<file path="src/eth_arp_pkg.sv">
// Shared types and constants of the Ethernet address filter with ARP responder.
// No dependencies; every other file of the block imports this package.
`default_nettype none

package eth_arp_pkg;

    // Ethernet and ARP field values
    localparam logic [15:0] ETH_BCAST     = 16'hffff;
    localparam logic [15:0] ETYPE_ARP     = 16'h0806;
    localparam logic [15:0] ARP_HTYPE_ETH = 16'h0001;
    localparam logic [15:0] ARP_PTYPE_IP4 = 16'h0800;
    localparam logic [15:0] ARP_LENS      = 16'h0604;
    localparam logic [15:0] ARP_OP_REQ    = 16'h0001;
    localparam logic [15:0] ARP_OP_REPLY  = 16'h0002;

    // Frame word positions inside the capture buffer
    localparam int WORD_ETYPE  = 6;
    localparam int WORD_OPER   = 10;
    localparam int WORD_SENDER = 11;
    localparam int REQ_WORDS   = 5;
    localparam int VIEW_WORDS  = 16;

    // Result codes
    localparam logic       KIND_VERDICT   = 1'b0;
    localparam logic       KIND_TX        = 1'b1;
    localparam logic [1:0] VERDICT_DROP   = 2'd0;
    localparam logic [1:0] VERDICT_ARP    = 2'd1;
    localparam logic [1:0] VERDICT_ACCEPT = 2'd2;

    // Configuration register indexes
    localparam logic [2:0] CFG_MAC_HIGH   = 3'd0;
    localparam logic [2:0] CFG_MAC_MIDDLE = 3'd1;
    localparam logic [2:0] CFG_MAC_LOW    = 3'd2;
    localparam logic [2:0] CFG_IP_HIGH    = 3'd3;
    localparam logic [2:0] CFG_IP_LOW     = 3'd4;

    // Depth of the job queue between front and back
    localparam int QUEUE_DEPTH = 2;

    typedef struct packed {
        logic [15:0] mac_high;
        logic [15:0] mac_middle;
        logic [15:0] mac_low;
        logic [15:0] ip_high;
        logic [15:0] ip_low;
    } cfg_t;

    typedef enum logic [1:0] {
        JOB_DROP,
        JOB_ARP,
        JOB_REPLY,
        JOB_ACCEPT
    } job_kind_t;

    // One classified frame; req holds request words 11 to 15
    typedef struct packed {
        job_kind_t                        kind;
        logic [15:0]                      bytes;
        logic [REQ_WORDS-1:0][15:0]       req;
    } job_t;

    typedef struct packed {
        logic        kind;
        logic [15:0] value;
        logic [1:0]  verdict;
        logic        last;
    } result_t;

endpackage

`default_nettype wire

</file>
<file path="src/eth_mac_filter_arp_responder.sv">
// Top level: configuration registers, frame classifier, job queue and result sequencer.
// Depends on eth_arp_pkg, eth_arp_front, eth_arp_queue and eth_arp_back.
//
//  channel  | signals                                  | word
//  ---------+------------------------------------------+---------------------------------
//  in       | in_valid, in_ready, rx_word              | byte count, then frame words
//  out      | out_valid, out_ready, kind/value/verdict | verdict or transmit word
//           | /last                                    |
//  cfg      | cfg_we, cfg_index, cfg_data              | local MAC and IP, indexes 0..4
//
// One input word is taken every cycle while the job queue has room; the word
// that ends a frame pushes one job. The sequencer emits one result per cycle while
// out_ready holds: one for a plain verdict, (REPLY_BYTES + 1)/2 + 2 for an ARP request.
// The queue fills only during a reply burst or a stalled output, and then
// input stalls. Reset clears all control state; no clearing pass is needed.
`default_nettype none

module eth_mac_filter_arp_responder #(
    parameter int REPLY_BYTES   = 64,
    parameter int CAPTURE_DEPTH = 16
) (
    input  logic        clk,
    input  logic        rst_n,
    input  logic [15:0] rx_word,
    input  logic        in_valid,
    output logic        in_ready,
    output logic        kind,
    output logic [15:0] value,
    output logic [1:0]  verdict,
    output logic        last,
    output logic        out_valid,
    input  logic        out_ready,
    input  logic        cfg_we,
    input  logic [2:0]  cfg_index,
    input  logic [15:0] cfg_data
);
    import eth_arp_pkg::*;

    cfg_t    cfg_reg, cfg_next;
    logic    q_push, q_full, q_pop, q_valid;
    job_t    push_job, head_job;
    result_t result;

    // Decode configuration writes; ignore unknown indexes
    always_comb
    begin
        cfg_next = cfg_reg;
        if (cfg_we)
        begin
            unique case (cfg_index)
                CFG_MAC_HIGH:   cfg_next.mac_high   = cfg_data;
                CFG_MAC_MIDDLE: cfg_next.mac_middle = cfg_data;
                CFG_MAC_LOW:    cfg_next.mac_low    = cfg_data;
                CFG_IP_HIGH:    cfg_next.ip_high    = cfg_data;
                CFG_IP_LOW:     cfg_next.ip_low     = cfg_data;
                default:        cfg_next = cfg_reg;
            endcase
        end
    end

    always_ff @(posedge clk or negedge rst_n)
    begin
        if (!rst_n)
            cfg_reg <= '0;
        else
            cfg_reg <= cfg_next;
    end

    eth_arp_front #(
        .CAPTURE_DEPTH (CAPTURE_DEPTH)
    ) u_front (
        .clk      (clk),
        .rst_n    (rst_n),
        .rx_word  (rx_word),
        .in_valid (in_valid),
        .in_ready (in_ready),
        .cfg      (cfg_reg),
        .q_full   (q_full),
        .q_push   (q_push),
        .q_job    (push_job)
    );

    eth_arp_queue u_queue (
        .clk        (clk),
        .rst_n      (rst_n),
        .push       (q_push),
        .push_job   (push_job),
        .full       (q_full),
        .pop        (q_pop),
        .head_valid (q_valid),
        .head_job   (head_job)
    );

    eth_arp_back #(
        .REPLY_BYTES (REPLY_BYTES)
    ) u_back (
        .clk        (clk),
        .rst_n      (rst_n),
        .cfg        (cfg_reg),
        .head_valid (q_valid),
        .head_job   (head_job),
        .pop        (q_pop),
        .result     (result),
        .out_valid  (out_valid),
        .out_ready  (out_ready)
    );

    assign kind    = result.kind;
    assign value   = result.value;
    assign verdict = result.verdict;
    assign last    = result.last;

endmodule

`default_nettype wire

</file>
<file path="src/eth_arp_front.sv">
// Front end: accepts stream words, captures frame words and classifies each frame.
// Depends on eth_arp_pkg; pushes one job per finished frame into eth_arp_queue.
`default_nettype none

module eth_arp_front #(
    parameter int CAPTURE_DEPTH = 16
) (
    input  logic               clk,
    input  logic               rst_n,
    input  logic [15:0]        rx_word,
    input  logic               in_valid,
    output logic               in_ready,
    input  eth_arp_pkg::cfg_t  cfg,
    input  logic               q_full,
    output logic               q_push,
    output eth_arp_pkg::job_t  q_job
);
    import eth_arp_pkg::*;

    localparam int PW = $clog2(CAPTURE_DEPTH + 1);
    localparam int IW = $clog2(CAPTURE_DEPTH);

    logic              awaiting_reg, awaiting_next;
    logic [15:0]       bytes_reg, bytes_next;
    logic [14:0]       left_reg, left_next;
    logic [PW-1:0]     pos_reg, pos_next;
    logic [15:0]       cap_reg [CAPTURE_DEPTH];

    logic              accept;
    logic              frame_end;
    logic [16:0]       count_sum;
    logic [15:0]       count_words;
    logic [15:0]       view [VIEW_WORDS];
    logic              mac_ok;

    assign in_ready = !q_full;
    assign accept   = in_valid && in_ready;

    // Words due after the first one: ceil(count / 2) - 1
    assign count_sum   = {1'b0, rx_word} + 17'd1;
    assign count_words = count_sum[16:1];

    // Control state of the frame parser
    always_comb
    begin
        awaiting_next = awaiting_reg;
        bytes_next    = bytes_reg;
        left_next     = left_reg;
        pos_next      = pos_reg;
        frame_end     = 1'b0;
        if (accept)
        begin
            if (awaiting_reg)
            begin
                bytes_next = rx_word;
                pos_next   = '0;
                if (rx_word == 16'd0)
                begin
                    left_next = '0;
                end
                else
                begin
                    left_next     = 15'(count_words - 16'd1);
                    awaiting_next = 1'b0;
                end
            end
            else
            begin
                if (pos_reg != PW'(CAPTURE_DEPTH))
                    pos_next = pos_reg + PW'(1);
                if (left_reg != 15'd0)
                begin
                    left_next = left_reg - 15'd1;
                end
                else
                begin
                    awaiting_next = 1'b1;
                    frame_end     = 1'b1;
                end
            end
        end
    end

    always_ff @(posedge clk or negedge rst_n)
    begin
        if (!rst_n)
        begin
            awaiting_reg <= 1'b1;
            left_reg     <= '0;
            pos_reg      <= '0;
        end
        else
        begin
            awaiting_reg <= awaiting_next;
            left_reg     <= left_next;
            pos_reg      <= pos_next;
        end
    end

    // Byte count and capture buffer; clear the buffer on each count word
    always_ff @(posedge clk)
    begin
        bytes_reg <= bytes_next;
        if (accept && awaiting_reg)
        begin
            for (int i = 0; i < CAPTURE_DEPTH; i++)
                cap_reg[i] <= '0;
        end
        else if (accept && (pos_reg < PW'(CAPTURE_DEPTH)))
        begin
            cap_reg[pos_reg[IW-1:0]] <= rx_word;
        end
    end

    // Buffer as it stands with the incoming word written in
    always_comb
    begin
        for (int i = 0; i < VIEW_WORDS; i++)
            view[i] = (pos_reg == PW'(i)) ? rx_word : cap_reg[i];
    end

    assign mac_ok = (view[0] == cfg.mac_high   || view[0] == ETH_BCAST) &&
                    (view[1] == cfg.mac_middle || view[1] == ETH_BCAST) &&
                    (view[2] == cfg.mac_low    || view[2] == ETH_BCAST);

    // Classify the frame on its final word, or drop a zero-length frame at once
    always_comb
    begin
        q_push      = 1'b0;
        q_job.kind  = JOB_DROP;
        q_job.bytes = bytes_reg;
        for (int i = 0; i < REQ_WORDS; i++)
            q_job.req[i] = view[WORD_SENDER + i];
        if (accept && awaiting_reg && rx_word == 16'd0)
        begin
            q_push = 1'b1;
        end
        else if (frame_end)
        begin
            q_push = 1'b1;
            if (!mac_ok)
                q_job.kind = JOB_DROP;
            else if (view[WORD_ETYPE] == ETYPE_ARP)
                q_job.kind = (view[WORD_OPER] == ARP_OP_REQ) ? JOB_REPLY : JOB_ARP;
            else
                q_job.kind = JOB_ACCEPT;
        end
    end

endmodule

`default_nettype wire

</file>
<file path="src/eth_arp_queue.sv">
// Short job queue that decouples the frame classifier from the result sequencer.
// Depends on eth_arp_pkg for the job type and queue depth.
`default_nettype none

module eth_arp_queue (
    input  logic              clk,
    input  logic              rst_n,
    input  logic              push,
    input  eth_arp_pkg::job_t push_job,
    output logic              full,
    input  logic              pop,
    output logic              head_valid,
    output eth_arp_pkg::job_t head_job
);
    import eth_arp_pkg::*;

    localparam int AW = $clog2(QUEUE_DEPTH);
    localparam int CW = $clog2(QUEUE_DEPTH + 1);

    job_t          slot_reg [QUEUE_DEPTH];
    logic [AW-1:0] wr_ptr_reg, wr_ptr_next;
    logic [AW-1:0] rd_ptr_reg, rd_ptr_next;
    logic [CW-1:0] count_reg, count_next;

    assign full       = (count_reg == CW'(QUEUE_DEPTH));
    assign head_valid = (count_reg != '0);
    assign head_job   = slot_reg[rd_ptr_reg];

    // Advance pointers and fill count
    always_comb
    begin
        wr_ptr_next = wr_ptr_reg;
        rd_ptr_next = rd_ptr_reg;
        count_next  = count_reg;
        if (push)
            wr_ptr_next = (wr_ptr_reg == AW'(QUEUE_DEPTH - 1)) ? '0 : wr_ptr_reg + AW'(1);
        if (pop)
            rd_ptr_next = (rd_ptr_reg == AW'(QUEUE_DEPTH - 1)) ? '0 : rd_ptr_reg + AW'(1);
        if (push && !pop)
            count_next = count_reg + CW'(1);
        else if (pop && !push)
            count_next = count_reg - CW'(1);
    end

    always_ff @(posedge clk or negedge rst_n)
    begin
        if (!rst_n)
        begin
            wr_ptr_reg <= '0;
            rd_ptr_reg <= '0;
            count_reg  <= '0;
        end
        else
        begin
            wr_ptr_reg <= wr_ptr_next;
            rd_ptr_reg <= rd_ptr_next;
            count_reg  <= count_next;
        end
    end

    // Store the pushed job
    always_ff @(posedge clk)
    begin
        if (push)
            slot_reg[wr_ptr_reg] <= push_job;
    end

    a_no_overflow: assert property (@(posedge clk) disable iff (!rst_n)
        push |-> count_reg != CW'(QUEUE_DEPTH))
        else $error("job queue pushed while full");

    a_no_underflow: assert property (@(posedge clk) disable iff (!rst_n)
        pop |-> count_reg != '0)
        else $error("job queue popped while empty");

endmodule

`default_nettype wire

</file>
<file path="src/eth_arp_back.sv">
// Back end: turns queued jobs into result words, including the ARP reply frame.
// Depends on eth_arp_pkg; reads jobs from eth_arp_queue and drives the output register.
`default_nettype none

module eth_arp_back #(
    parameter int REPLY_BYTES = 64
) (
    input  logic                 clk,
    input  logic                 rst_n,
    input  eth_arp_pkg::cfg_t    cfg,
    input  logic                 head_valid,
    input  eth_arp_pkg::job_t    head_job,
    output logic                 pop,
    output eth_arp_pkg::result_t result,
    output logic                 out_valid,
    input  logic                 out_ready
);
    import eth_arp_pkg::*;

    localparam int REPLY_WORDS = (REPLY_BYTES + 1) / 2;
    localparam int SW          = $clog2(REPLY_WORDS + 2);

    logic [SW-1:0] seq_reg, seq_next;
    result_t       res_reg, res_next;
    logic          valid_reg, valid_next;
    logic          load;
    logic [SW-1:0] word_idx;

    // Word i of the reply frame
    function automatic logic [15:0] reply_word(input logic [SW-1:0] idx, input cfg_t c,
                                               input job_t j);
        logic [15:0] w;
        case (idx)
            SW'(0), SW'(16): w = j.req[0];
            SW'(1), SW'(17): w = j.req[1];
            SW'(2), SW'(18): w = j.req[2];
            SW'(19):         w = j.req[3];
            SW'(20):         w = j.req[4];
            SW'(3), SW'(11): w = c.mac_high;
            SW'(4), SW'(12): w = c.mac_middle;
            SW'(5), SW'(13): w = c.mac_low;
            SW'(6):          w = ETYPE_ARP;
            SW'(7):          w = ARP_HTYPE_ETH;
            SW'(8):          w = ARP_PTYPE_IP4;
            SW'(9):          w = ARP_LENS;
            SW'(10):         w = ARP_OP_REPLY;
            SW'(14):         w = c.ip_high;
            SW'(15):         w = c.ip_low;
            default:         w = '0;
        endcase
        return w;
    endfunction

    assign load     = !valid_reg || out_ready;
    assign word_idx = seq_reg - SW'(1);

    // Build the next result word from the queue head
    always_comb
    begin
        seq_next   = seq_reg;
        res_next   = res_reg;
        valid_next = valid_reg && !out_ready;
        pop        = 1'b0;
        if (load && head_valid)
        begin
            valid_next       = 1'b1;
            res_next.kind    = KIND_VERDICT;
            res_next.value   = '0;
            res_next.verdict = VERDICT_DROP;
            res_next.last    = 1'b1;
            case (head_job.kind)
                JOB_ARP:
                begin
                    res_next.verdict = VERDICT_ARP;
                    pop              = 1'b1;
                end
                JOB_ACCEPT:
                begin
                    res_next.value   = head_job.bytes;
                    res_next.verdict = VERDICT_ACCEPT;
                    pop              = 1'b1;
                end
                JOB_REPLY:
                begin
                    if (seq_reg == SW'(REPLY_WORDS + 1))
                    begin
                        res_next.verdict = VERDICT_ARP;
                        pop              = 1'b1;
                        seq_next         = '0;
                    end
                    else
                    begin
                        res_next.kind  = KIND_TX;
                        res_next.last  = 1'b0;
                        res_next.value = (seq_reg == '0) ? 16'(REPLY_BYTES)
                                         : reply_word(word_idx, cfg, head_job);
                        seq_next       = seq_reg + SW'(1);
                    end
                end
                default:
                begin
                    pop = 1'b1;
                end
            endcase
        end
    end

    always_ff @(posedge clk or negedge rst_n)
    begin
        if (!rst_n)
        begin
            seq_reg   <= '0;
            valid_reg <= 1'b0;
        end
        else
        begin
            seq_reg   <= seq_next;
            valid_reg <= valid_next;
        end
    end

    // Hold the result payload until taken
    always_ff @(posedge clk)
    begin
        res_reg <= res_next;
    end

    assign result    = res_reg;
    assign out_valid = valid_reg;

    a_seq_on_reply: assert property (@(posedge clk) disable iff (!rst_n)
        seq_reg != '0 |-> head_valid && head_job.kind == JOB_REPLY)
        else $error("reply sequencer running without a reply job at the queue head");

    a_pop_on_last: assert property (@(posedge clk) disable iff (!rst_n)
        pop |=> valid_reg && res_reg.last)
        else $error("job retired without a final result");

endmodule

`default_nettype wire
</file>
<file path="config.mk">
export PLATFORM = sky130hd
export DESIGN_NAME = eth_mac_filter_arp_responder
export DESIGN_NICKNAME = d
export VERILOG_FILES = /design/src/eth_arp_pkg.sv /design/src/eth_mac_filter_arp_responder.sv /design/src/eth_arp_front.sv /design/src/eth_arp_queue.sv /design/src/eth_arp_back.sv
export SDC_FILE = /design/constraint.sdc
export NUM_CORES = 1
export LEC_CHECK = 0
export ABC_AREA = 1
export BUFFER_PORTS_ARGS = -buffer_cell sky130_fd_sc_hd__buf_2
export CORE_MARGIN = 3
export CORE_UTILIZATION = 70
export CTS_BUF_LIST = sky130_fd_sc_hd__clkbuf_4
export DETAILED_ROUTE_END_ITERATION = 12
export GPL_TIMING_DRIVEN = 0
export PLACE_DENSITY_LB_ADDON = 0.05
export SYNTH_ARGS = -nofsm -noshare
export SYNTH_HDL_FRONTEND = slang
export SYNTH_SLANG_ARGS = --single-unit
</file>
<file path="constraint.sdc">
create_clock -name clk -period 19.75 [get_ports clk]
set_input_delay 0.9875 -clock clk [delete_from_list [all_inputs] [get_ports clk]]
set_output_delay 0.9875 -clock clk [all_outputs]
set_load 0.005 [all_outputs]
</file>
==> Word-level counts from Yosys, hierarchy flattened <==
Memories as Yosys holds them, arrays and structs flattened.
Index checks and enable logic that the tools add are counted.
{ "word_totals": {"reg_bits": 148, "ram_bits": 452, "output_inout_bits": 22, "wordCells": 175, "n_memories": 2} }
{ "memory_table": {"columns": ["memory", "depth", "word_bits", "rd", "rd_ports_with_merged_regs", "wr", "line_no", "text"], "rows": [
  ["u_front.cap_reg", 16, 16, 10, 0, 16, "eth_arp_front.sv:27", "logic [15:0] cap_reg [CAPTURE_DEPTH];"],
  ["u_queue.slot_reg", 2, 98, 1, 0, 1, "eth_arp_queue.sv:20", "job_t slot_reg [QUEUE_DEPTH];"]
]} }
{ "classes": {"addsub": 10, "n_lt_le_gt_ge": 1, "n_eq_ne": 47, "muxes": 52, "n_reduce_logical": 45} }
{ "op_table": {"columns": ["cell", "count"], "rows": [
  ["16-bit one-hot mux with 15 select lines", 1],
  ["16-bit 2-to-1 mux", 12],
  ["16-bit equality test", 3],
  ["16-bit equality test, second input constant", 3],
  ["6-bit by 4-bit equality test with 1-bit output, second input constant", 8],
  ["15-bit 2-to-1 mux", 3],
  ["16-bit one-hot mux with 2 select lines", 1],
  ["5-bit by 4-bit equality test with 1-bit output, second input constant", 6],
  ["6-bit by 5-bit equality test with 1-bit output, second input constant", 5],
  ["15-bit by 1-bit subtractor with 15-bit output, second input constant", 2],
  ["6-bit by 3-bit equality test with 1-bit output, second input constant", 4],
  ["1-bit 2-to-1 mux", 22],
  ["2-bit AND reduction", 9],
  ["17-bit 2-to-1 mux", 1],
  ["16-bit by 1-bit adder with 16-bit output, second input constant", 1],
  ["16-bit by 1-bit equality test with 1-bit output, second input constant", 1],
  ["16-bit by 12-bit equality test with 1-bit output, second input constant", 1],
  ["16-bit logical NOT", 1],
  ["16-bit OR reduction", 1],
  ["15-bit nonzero test", 1],
  ["2-bit 2-to-1 mux", 7],
  ["6-bit by 2-bit equality test with 1-bit output, second input constant", 2],
  ["6-bit logical NOT", 2],
  ["2-bit OR reduction", 6],
  ["28 further kinds", 52]
]} }

==> Depth between registers and ports, before layout <==
Gate-level depths: netlist of run 1.
{ "logic_depth": {"word_depth": 10, "ltp_mapped": 16, "depth_no_buf": 15} }

==> Cells and area by module <==
Synthesis of run 1 repeated with hierarchy kept, for this count alone.
{ "hier_totals": {"hier_cells": 2677, "hier_area_um2": 25144.1} }
{ "by_module_without_submodules": {"columns": ["module", "n_inst", "cells_per_inst", "area_each_um2", "seq_area_each_um2"], "rows": [
  ["eth_arp_front", 1, 1431, 11280.8, 5811.8],
  ["eth_arp_queue", 1, 330, 7307.0, 5985.7],
  ["eth_arp_back", 1, 560, 3311.9, 775.7],
  ["eth_mac_filter_arp_responder", 1, 356, 3244.4, 2001.9]
]} }

==> Worst setup path before layout of run 1 <==
No wires, ideal clock.
{ "synth_path": {"path_type": "input port to flip-flop", "start": "input port rx_word[0]", "end": "memory u_queue.slot_reg[0][0] (netlist name), enable pin", "setup_time_ns": 0.556, "arrival_ns": 6.384, "required_ns": 19.194, "slack_ns": 12.810, "stages": 8, "cell_sequence": "inv_1 > clkbuf_1 > buf_1 > ha_1 > nand3_1 > nor3b_1 > a21oi_1 > nor2_1"} }
{ "synth_between": {"elab_chain_cells": 5} }
{ "synth_rtl": {"columns": ["element", "line_no", "text"], "rows": [
  ["start: declaration", "eth_mac_filter_arp_responder.sv:24", "input logic [15:0] rx_word,"],
  ["16-bit logical NOT", "eth_arp_front.sv:134", "if (accept && awaiting_reg && rx_word == 16'd0)"],
  ["1-bit logical AND", "eth_arp_front.sv:134", null],
  ["1-bit 2-to-1 mux", "eth_arp_front.sv:134", null],
  ["1-bit 2-to-1 mux", "eth_arp_queue.sv:64", "if (push)"],
  ["1-bit 2-to-1 mux (implied by the code)", "eth_arp_queue.sv:65", "slot_reg[wr_ptr_reg] <= push_job;"],
  ["end: declaration", "eth_arp_queue.sv:20", null]
]} }
Every way passes these cells.

==> Worst setup path after layout of run 1 <==
{ "layout_path": {"start": "input port rx_word[0]", "end": "memory u_queue.slot_reg[0][94] (netlist name), enable pin"} }
The elaborated chain is that of the path after synthesis.

==> metrics.md, run 1 <==
| Metric | Value |
|---|---|
| Flip-flop count of the largest register, all copies and words added | `196` |
| # resized after CTS | `0` |
| Unique masters post-synth | `43` |
| Synth warn | `0` |
| Fin Clk Skew | `0.0584 ns` |
| Vias after detailed routing | `21719` |
| Dominant delay contributor by cell family on the critical path | `buffers and inverters` |
| Filler-free cell count of the finished design | `3437` |
| Top-level port count | `62` |
| Total negative slack | `0 ns` |
| Detailed-router iteration count before antenna repair | `8` |
| Min setup slack post-route | `14.93 ns` |
| Slowest cell on crit path | `buf_1` |
| Number of buffers created by CTS | `120` |
| Die X | `192 um` |
| Commonest non-fill, non-tap cell in the layout | `nand2_1` |
| Maximum ir drop on the vdd rail | `0.0736 mV` |
| Final wirelength | `81.9 mm` |
| Antenna violations before repair | `4` |
| Syn Nets | `2766` |
| Final setup vio count | `0` |
| Cell area after synthesis | `0.0242 mm^2` |
| Tightest Pin Transition | `1.14 ns` |
| Power density over cell area | `116 mW/mm^2` |
| 1st-iter DRT viols | `3620` |
| Cell count after synthesis | `2709` |
| Number of max-cap violations | `0` |
| Total number of cells along the worst setup path | `12` |
| Crit share post-route | `24.4%` |
| Count of input and output buffers | `61` |
| Placer's final routability congestion estimate | `1.05` |
| CP Data Required Time | `20.33 ns` |
| Number of clock sinks | `504` |
| Worst Hold Class | `in2reg` |
| Buffers from clock root to sink, at most | `3` |
| Global-route wire length before repair | `120 mm` |
| Worst slew margin relative to its limit | `23.2%` |
| Initial Util | `71.6%` |
| Postcts setup bufs | `0` |
| Total die area | `0.0368 mm^2` |
| Maximum clock frequency | `208 MHz` |
| Sequential cell area fraction in the yosys report | `60.2%` |
| Worst setup path class | `in2reg` |
| Via count of the first global-routing pass | `20775` |
| Via/cell ratio | `6.32` |
| Syn Area/Cell | `8.93 um^2` |
| Syn-to-layout area delta | `10.5%` |
| Routed Antenna Nets | `0` |
| GRT Residual Overflow | `0` |
| Detailed-placement wirelength estimate | `56.0 mm` |
| Leakage dissipation | `11.6 nW` |
| Placement-stage cell area | `0.0252 mm^2` |
| Capturing element type of the critical path | `flip-flop` |
| Fraction of layout instances using a drive strength above 1 | `11.1%` |
| Number of buffers and inverters on the critical path | `7` |
| Final critical-path required period | `4.82 ns` |
| Overall die height | `192 um` |
| Final hold vios | `0` |
| Worst Setup Slack post-DPL | `14.31 ns` |
| Worst r2r path cells | `13` |
| Average detailed-routed wire length per instance | `23.8 um` |
| Number of nets in the layout | `2958` |
| Status | `complete, no violations` |
| Maximum fanout along the worst path | `32` |
| Total number of H-tree levels | `3` |
| DRC violation count after routing | `0` |
| Crit path top cell by count | `buf_12` |
| # placed instances | `3226` |
| Chain of cells forming the critical path | `buf_2, inv_1, clkbuf_1, buf_1, ha_1, nand3_1, nor3b_1, a21oi_1, nor2_4, buf_12, buf_12, buf_12` |
| Crit path arrival time | `5.40 ns` |
| Area of all placed cells without fillers | `0.0267 mm^2` |
| Nature of the critical path startpoint | `primary input` |
| Root buffer cell | `clkbuf_4` |
| Biggest cell delay along the critical path | `0.85 ns` |
| Most frequent cells in the layout | `910 x nand2_1, 392 x edfxtp_1, 365 x nor2_1, 173 x o21ai_0` |
| Clock network latency to the later pin of the worst-skew pair | `0.92 ns` |
| RSZ-0062 raised after global routing | `no` |
| Final Core Density | `79.1%` |
| Hold depth | `2` |
| Max-slew violation total from the final report | `0` |
| Largest net degree at the start of global routing | `101` |
| Synth Register Bits | `504` |
| Row count | `67` |
| WHS | `0.321 ns` |
| GRT Resource Usage Total | `45.0%` |
| Total Power Consumption | `3.11 mW` |
| Std-Cell Core Area | `0.0338 mm^2` |
| TritonCTS clock tree | `done` |
| Register clock-pin slew on the reported worst setup and hold paths | `0.06 ns` |
| Count of hold buffers inserted by post-cts repair | `1` |
[cell families after synthesis]
group | share of synthesized area (%)
XOR/XNOR | 0.791
AO/OA/AOI/OAI | 5.73
adder cells (fa/ha/maj) | 0.879
buffers and inverters | 5.11
AND/OR/NAND/NOR | 27.1
flip-flops | 60.2
multiplexers | 0.124
[routing by layer]
layer  up-vias  GRT usage, %  wire length, um
li1       9430             -                -
met1      9960          55.5            26600
met2      1855          69.3            36400
met3       470          15.1            12400
met4         4          27.6             6390
met5         -             0               23
[worst reg2reg max path, delay by kind of cell, from the launching register on]
kind,cells,cell delay [ns]
simple gates,9,1.96
buf+inv,2,0.74
compound gates,1,0.11
fa+ha+maj,1,0.34
flops,1,0.42
[area by class of cell]
class	count	area, um^2
inverter	178	668
buffer	128	568
sequential	504	14600
timing repair buffer	70	484
multi-input combinational	1899	8400
clock inverter	36	190
clock buffer	168	1260
tap	448	561
antenna	6	15.0
fill	2138	7060
[cell usage after synthesis, drive strengths merged]
master,number,area (um^2)
a21oi,77,385
a22oi,2,15.0
a31oi,2,12.5
buf,43,249
clkbuf,85,319
clkinv,11,41.3
dfrtp,111,2780
dfstp,1,26.3
edfxtp,392,11800
ha,17,213
inv,167,627
mux2i,3,30.0
nand2,913,3430
nand3,171,878
nand3b,5,37.5
nand4,72,450
nor2,383,1500
nor3,21,115
nor3b,2,15.0
nor4,12,81.3
o2111ai,1,8.76
o211ai,3,22.5
o21ai,180,905
o22ai,6,37.5
or2,8,50.1
xnor2,7,61.3
xor2,14,130
[report_power, final]
group          switching, mW  total, mW  internal, mW  leakage [nW]
clock                  0.429      0.834         0.405         0.872
sequential            0.0841       1.36          1.28          4.92
combinational          0.674      0.912         0.237          5.82
total                   1.19       3.11          1.92          11.6
[final timing paths]
path	slack, ns	from	endpoint
setup / recovery	14.93	rx_word[0]	u_queue.slot_reg[0][94]
hold / removal	0.32	out_ready	u_back.out_valid
setup reg to reg	15.85	u_front.pos_reg[0]	u_queue.slot_reg[0][97]
hold reg to reg	0.44	u_front.bytes_reg[13]	u_queue.slot_reg[0][93]
max in group asynchronous	18.45	rst_n	u_front.left_reg[0]
min in group asynchronous	0.49	rst_n	u_back.seq_reg[3]
Power figures use the tool's default switching activity.
==> run 2, diff against run 1 <==
--- a/config.mk
+++ b/config.mk
@@ -5,10 +5,10 @@
 export SDC_FILE = /design/constraint.sdc
 export NUM_CORES = 1
 export LEC_CHECK = 0
-export ABC_AREA = 1
+export ABC_AREA = 0
 export BUFFER_PORTS_ARGS = -buffer_cell sky130_fd_sc_hd__buf_2
 export CORE_MARGIN = 3
-export CORE_UTILIZATION = 70
+export CORE_UTILIZATION = 59
 export CTS_BUF_LIST = sky130_fd_sc_hd__clkbuf_4
 export DETAILED_ROUTE_END_ITERATION = 12
 export GPL_TIMING_DRIVEN = 0
==> constraint.sdc (replaced) <==
create_clock -name clk -period 3.85 [get_ports clk]
set_input_delay 0.1925 -clock clk [delete_from_list [all_inputs] [get_ports clk]]
set_output_delay 0.1925 -clock clk [all_outputs]
set_load 0.005 [all_outputs]
==> run 2 against run 1 <==
Effect of this change:
- worst setup slack worse by 15 ns
- global-route usage decreased by 8.3 points
- flip-flop and latch count did not move
- critical path type is now reg2reg
- critical path depth decreased by 5
- total power rose to 5.4 times the previous value
- critical endpoint is now u_back.result[5]
- largest power group unchanged
- clock skew rose by 0.014 ns
- die area is 17% higher
==> metrics.md, run 2 <==
| Metric | Value |
|---|---|
| Initial Util | `60.0%` |
| Worst r2r path cells | `7` |
| Net switching share of the total power | `36.2%` |
| Worst Setup Slack post-DPL | `-0.440 ns` |
| Leakage dissipation | `10.2 nW` |
| Count of input and output buffers | `61` |
| Maximum clock frequency | `267 MHz` |
| Total negative slack | `0 ns` |
| Total die area | `0.0431 mm^2` |
| Synth warn | `0` |
| Most frequent cells after synthesis | `392 x edfxtp_1, 156 x mux2_2, 119 x nand2_1, 111 x dfrtp_1, 87 x clkbuf_1` |
| Placement-stage cell area | `0.0252 mm^2` |
| Final critical-path required period | `3.74 ns` |
| Top-count cell post-synth | `edfxtp_1` |
| Top cell type's share of synthesized area | `49.0%` |
| Global-route wire length before repair | `115 mm` |
| Std-Cell Core Area | `0.0400 mm^2` |
| Flip-flop count of the largest register, all copies and words added | `196` |
| Internal cell power | `10.7 mW` |
| Most frequent cells in the layout | `392 x edfxtp_1, 186 x clkbuf_4, 156 x mux2_2, 119 x nand2_1, 111 x dfrtp_1` |
| RSZ-0062 raised after global routing | `no` |
| Largest net degree at the start of global routing | `78` |
| Unique masters post-synth | `94` |
| Area contributors post-synth | `edfxtp_1 49%, dfrtp_1 12%, mux2_2 7.3%` |
| End point of the critical path | `u_back.result[5]` |
| Share of total power in combinational logic | `30.5%` |
| DRC violation count after routing | `0` |
| Status | `complete, no violations` |
| Final hold vios | `0` |
| Power density over cell area | `611 mW/mm^2` |
| Cell count after synthesis | `1864` |
| Max-slew violation total from the final report | `0` |
| Top-level port count | `62` |
| Detailed-router iteration count before antenna repair | `6` |
| Clock network latency to the later pin of the worst-skew pair | `0.88 ns` |
| Final wirelength | `79.6 mm` |
| Number of max-cap violations | `0` |
| Worst setup path class | `reg2reg` |
| Clock Power Share | `28.1%` |
| Number of nets in the layout | `2168` |
| Vias after detailed routing | `17825` |
| Total Power Consumption | `16.8 mW` |
| Maximum fanout along the worst path | `10` |
| Detailed-placement wirelength estimate | `57.0 mm` |
| TritonCTS clock tree | `done` |
| Routed Antenna Nets | `0` |
| Critical register-to-register path endpoint | `u_back.result[5]` |
| Area of all placed cells without fillers | `0.0274 mm^2` |
| Syn Nets | `1921` |
| Synth Register Bits | `504` |
| Worst Hold Class | `in2reg` |
| # placed instances | `2459` |
| Post-synth EDFFs | `392` |
| Antenna violations before repair | `1` |
| Predominant post-synthesis flop cell | `edfxtp_1` |
| Row count | `73` |
| Buffers from clock root to sink, at most | `3` |
| Placer's final routability congestion estimate | `0.963` |
| Worst slew margin relative to its limit | `24.6%` |
| Startpoint of the lowest-slack register-to-register path | `u_queue.rd_ptr_reg` |
| Startpoint of the worst hold path | `in_valid` |
| Tightest Pin Transition | `1.13 ns` |
| Nature of the critical path startpoint | `flip-flop` |
| Post-synthesis async set-or-reset flop share | `22.2%` |
| Critical path origin | `u_queue.rd_ptr_reg` |
| Crit path arrival time | `4.31 ns` |
| Number of clock sinks | `504` |
| Total number of H-tree levels | `4` |
| Overall die height | `208 um` |
| Via count of the first global-routing pass | `17356` |
| Commonest non-fill, non-tap cell in the layout | `edfxtp_1` |
| Filler-free cell count of the finished design | `2732` |
| Fraction of layout instances using a drive strength above 1 | `23.7%` |
| Syn-to-layout area delta | `14.3%` |
| GRT Residual Overflow | `0` |
| 1st-iter DRT viols | `2369` |
| Die X | `208 um` |
| Syn Area/Cell | `12.9 um^2` |
| Cell area after synthesis | `0.0240 mm^2` |
| GRT Resource Usage Total | `36.7%` |
| Worst reg-to-reg setup slack | `0.11 ns` |
| Area leader, netlist | `edfxtp_1` |
| Root buffer cell | `clkbuf_4` |
| Via/cell ratio | `6.52` |
| Register clock-pin slew on the reported worst setup and hold paths | `0.07 ns` |
| Crit share post-route | `97.1%` |
| Min setup slack post-route | `0.110 ns` |
| Net Sw Power | `6.08 mW` |
| Maximum ir drop on the vdd rail | `0.370 mV` |
| Final setup vio count | `0` |
| Number of buffers created by CTS | `133` |
| Register share of total power | `41.5%` |
| CP Data Required Time | `4.42 ns` |
| Average detailed-routed wire length per instance | `29.1 um` |
| Capturing element type of the critical path | `flip-flop` |
| Fin Clk Skew | `0.0726 ns` |
| Sequential cell area fraction in the yosys report | `60.7%` |
[run 2: cell types whose count changed after synthesis, sizes merged, moves of 39 or more]
cell   previous run  this run
nor4             12        51
nor2            383        63
nand3           171        38
and2              0        85
mux2i             3        84
nand2           913       119
mux2              0       156
xnor2             7        48
a21oi            77        36
o21ai           180        72
inv             167        38
and3              0        79
[run 2: per-layer routing]
| layer | global-route usage, % | part of all wire [%] |
|---|---|---|
| met5 | 0 | 0 |
| met4 | 17.8 | 5.4 |
| met3 | 8.67 | 11 |
| met2 | 55.9 | 45 |
| met1 | 50.4 | 39 |
[run 2: worst min path at each step]
stage                          to  slack [ns]  cells after the start
2_1_floorplan          cfg_reg[0]       -0.10                      0
3_3_place_gp     u_back.out_valid        0.39                      2
3_5_place_dp     u_back.out_valid        0.12                      1
4_1_cts        u_front.pos_reg[3]        0.02                      4
5_1_grt          u_back.out_valid        0.04                      3
6_report       u_front.pos_reg[3]        0.07                      4
[run 2: layout make-up]
type	count	area [um^2]
inverters	42	158
fillers	3010	12600
multi-input cells	1193	8890
well taps	525	657
clock inverters	44	282
plain buffers	125	541
repair buffers	112	937
clock buffers	186	1400
flip-flops and latches	504	14600
diodes	1	2.50
[run 2: logic make-up after synthesis]
kind of cell | share of synthesized area [%]
AO/OA/AOI/OAI | 8.15
XOR/XNOR | 3.07
adder cells (fa/ha/maj) | 0.886
buffers and inverters | 2.84
flip-flops | 60.7
multiplexers | 10.8
AND/OR/NAND/NOR | 13.5
[run 2: worst max-delay path: stages, from the launching register on]
cell	delay (ns)
dfrtp_1	0.33
buf_2	0.36
clkdlybuf4s15_1	0.78
clkbuf_2	0.51
mux2i_1	0.45
o21ai_0	0.25
nor4_2	0.58
o22ai_1	0.17
[run 2: through the flow]
stage	hold WS, ns	utilization, %
final	0.0653	68.6
after floorplan	-0.103	-
after detailed placement	0.117	63.1
after global placement	0.386	62.5
after CTS	0.0187	68.4
after global routing	0.0382	68.6
[run 2: timing repair]
action | 4_1_cts | 5_1_grt
setup buffers | 0 | 1
gates resized for setup | 13 | 10
hold buffers | 41 | 0
endpoints found under the hold margin | 217 | 0
setup endpoints to repair | 10 | 15
[run 2: power by group through the flow]
stage / Sequential [mW] / Combinational [mW] / Clock, mW
after floorplan: 6.83 / 3.09 / 0
after global placement: 7.02 / 4.73 / 0
after detailed placement: 7.03 / 4.83 / 0
after CTS: 6.92 / 4.93 / 4.73
after global routing: 6.98 / 5.37 / 5.05
final: 6.96 / 5.11 / 4.70
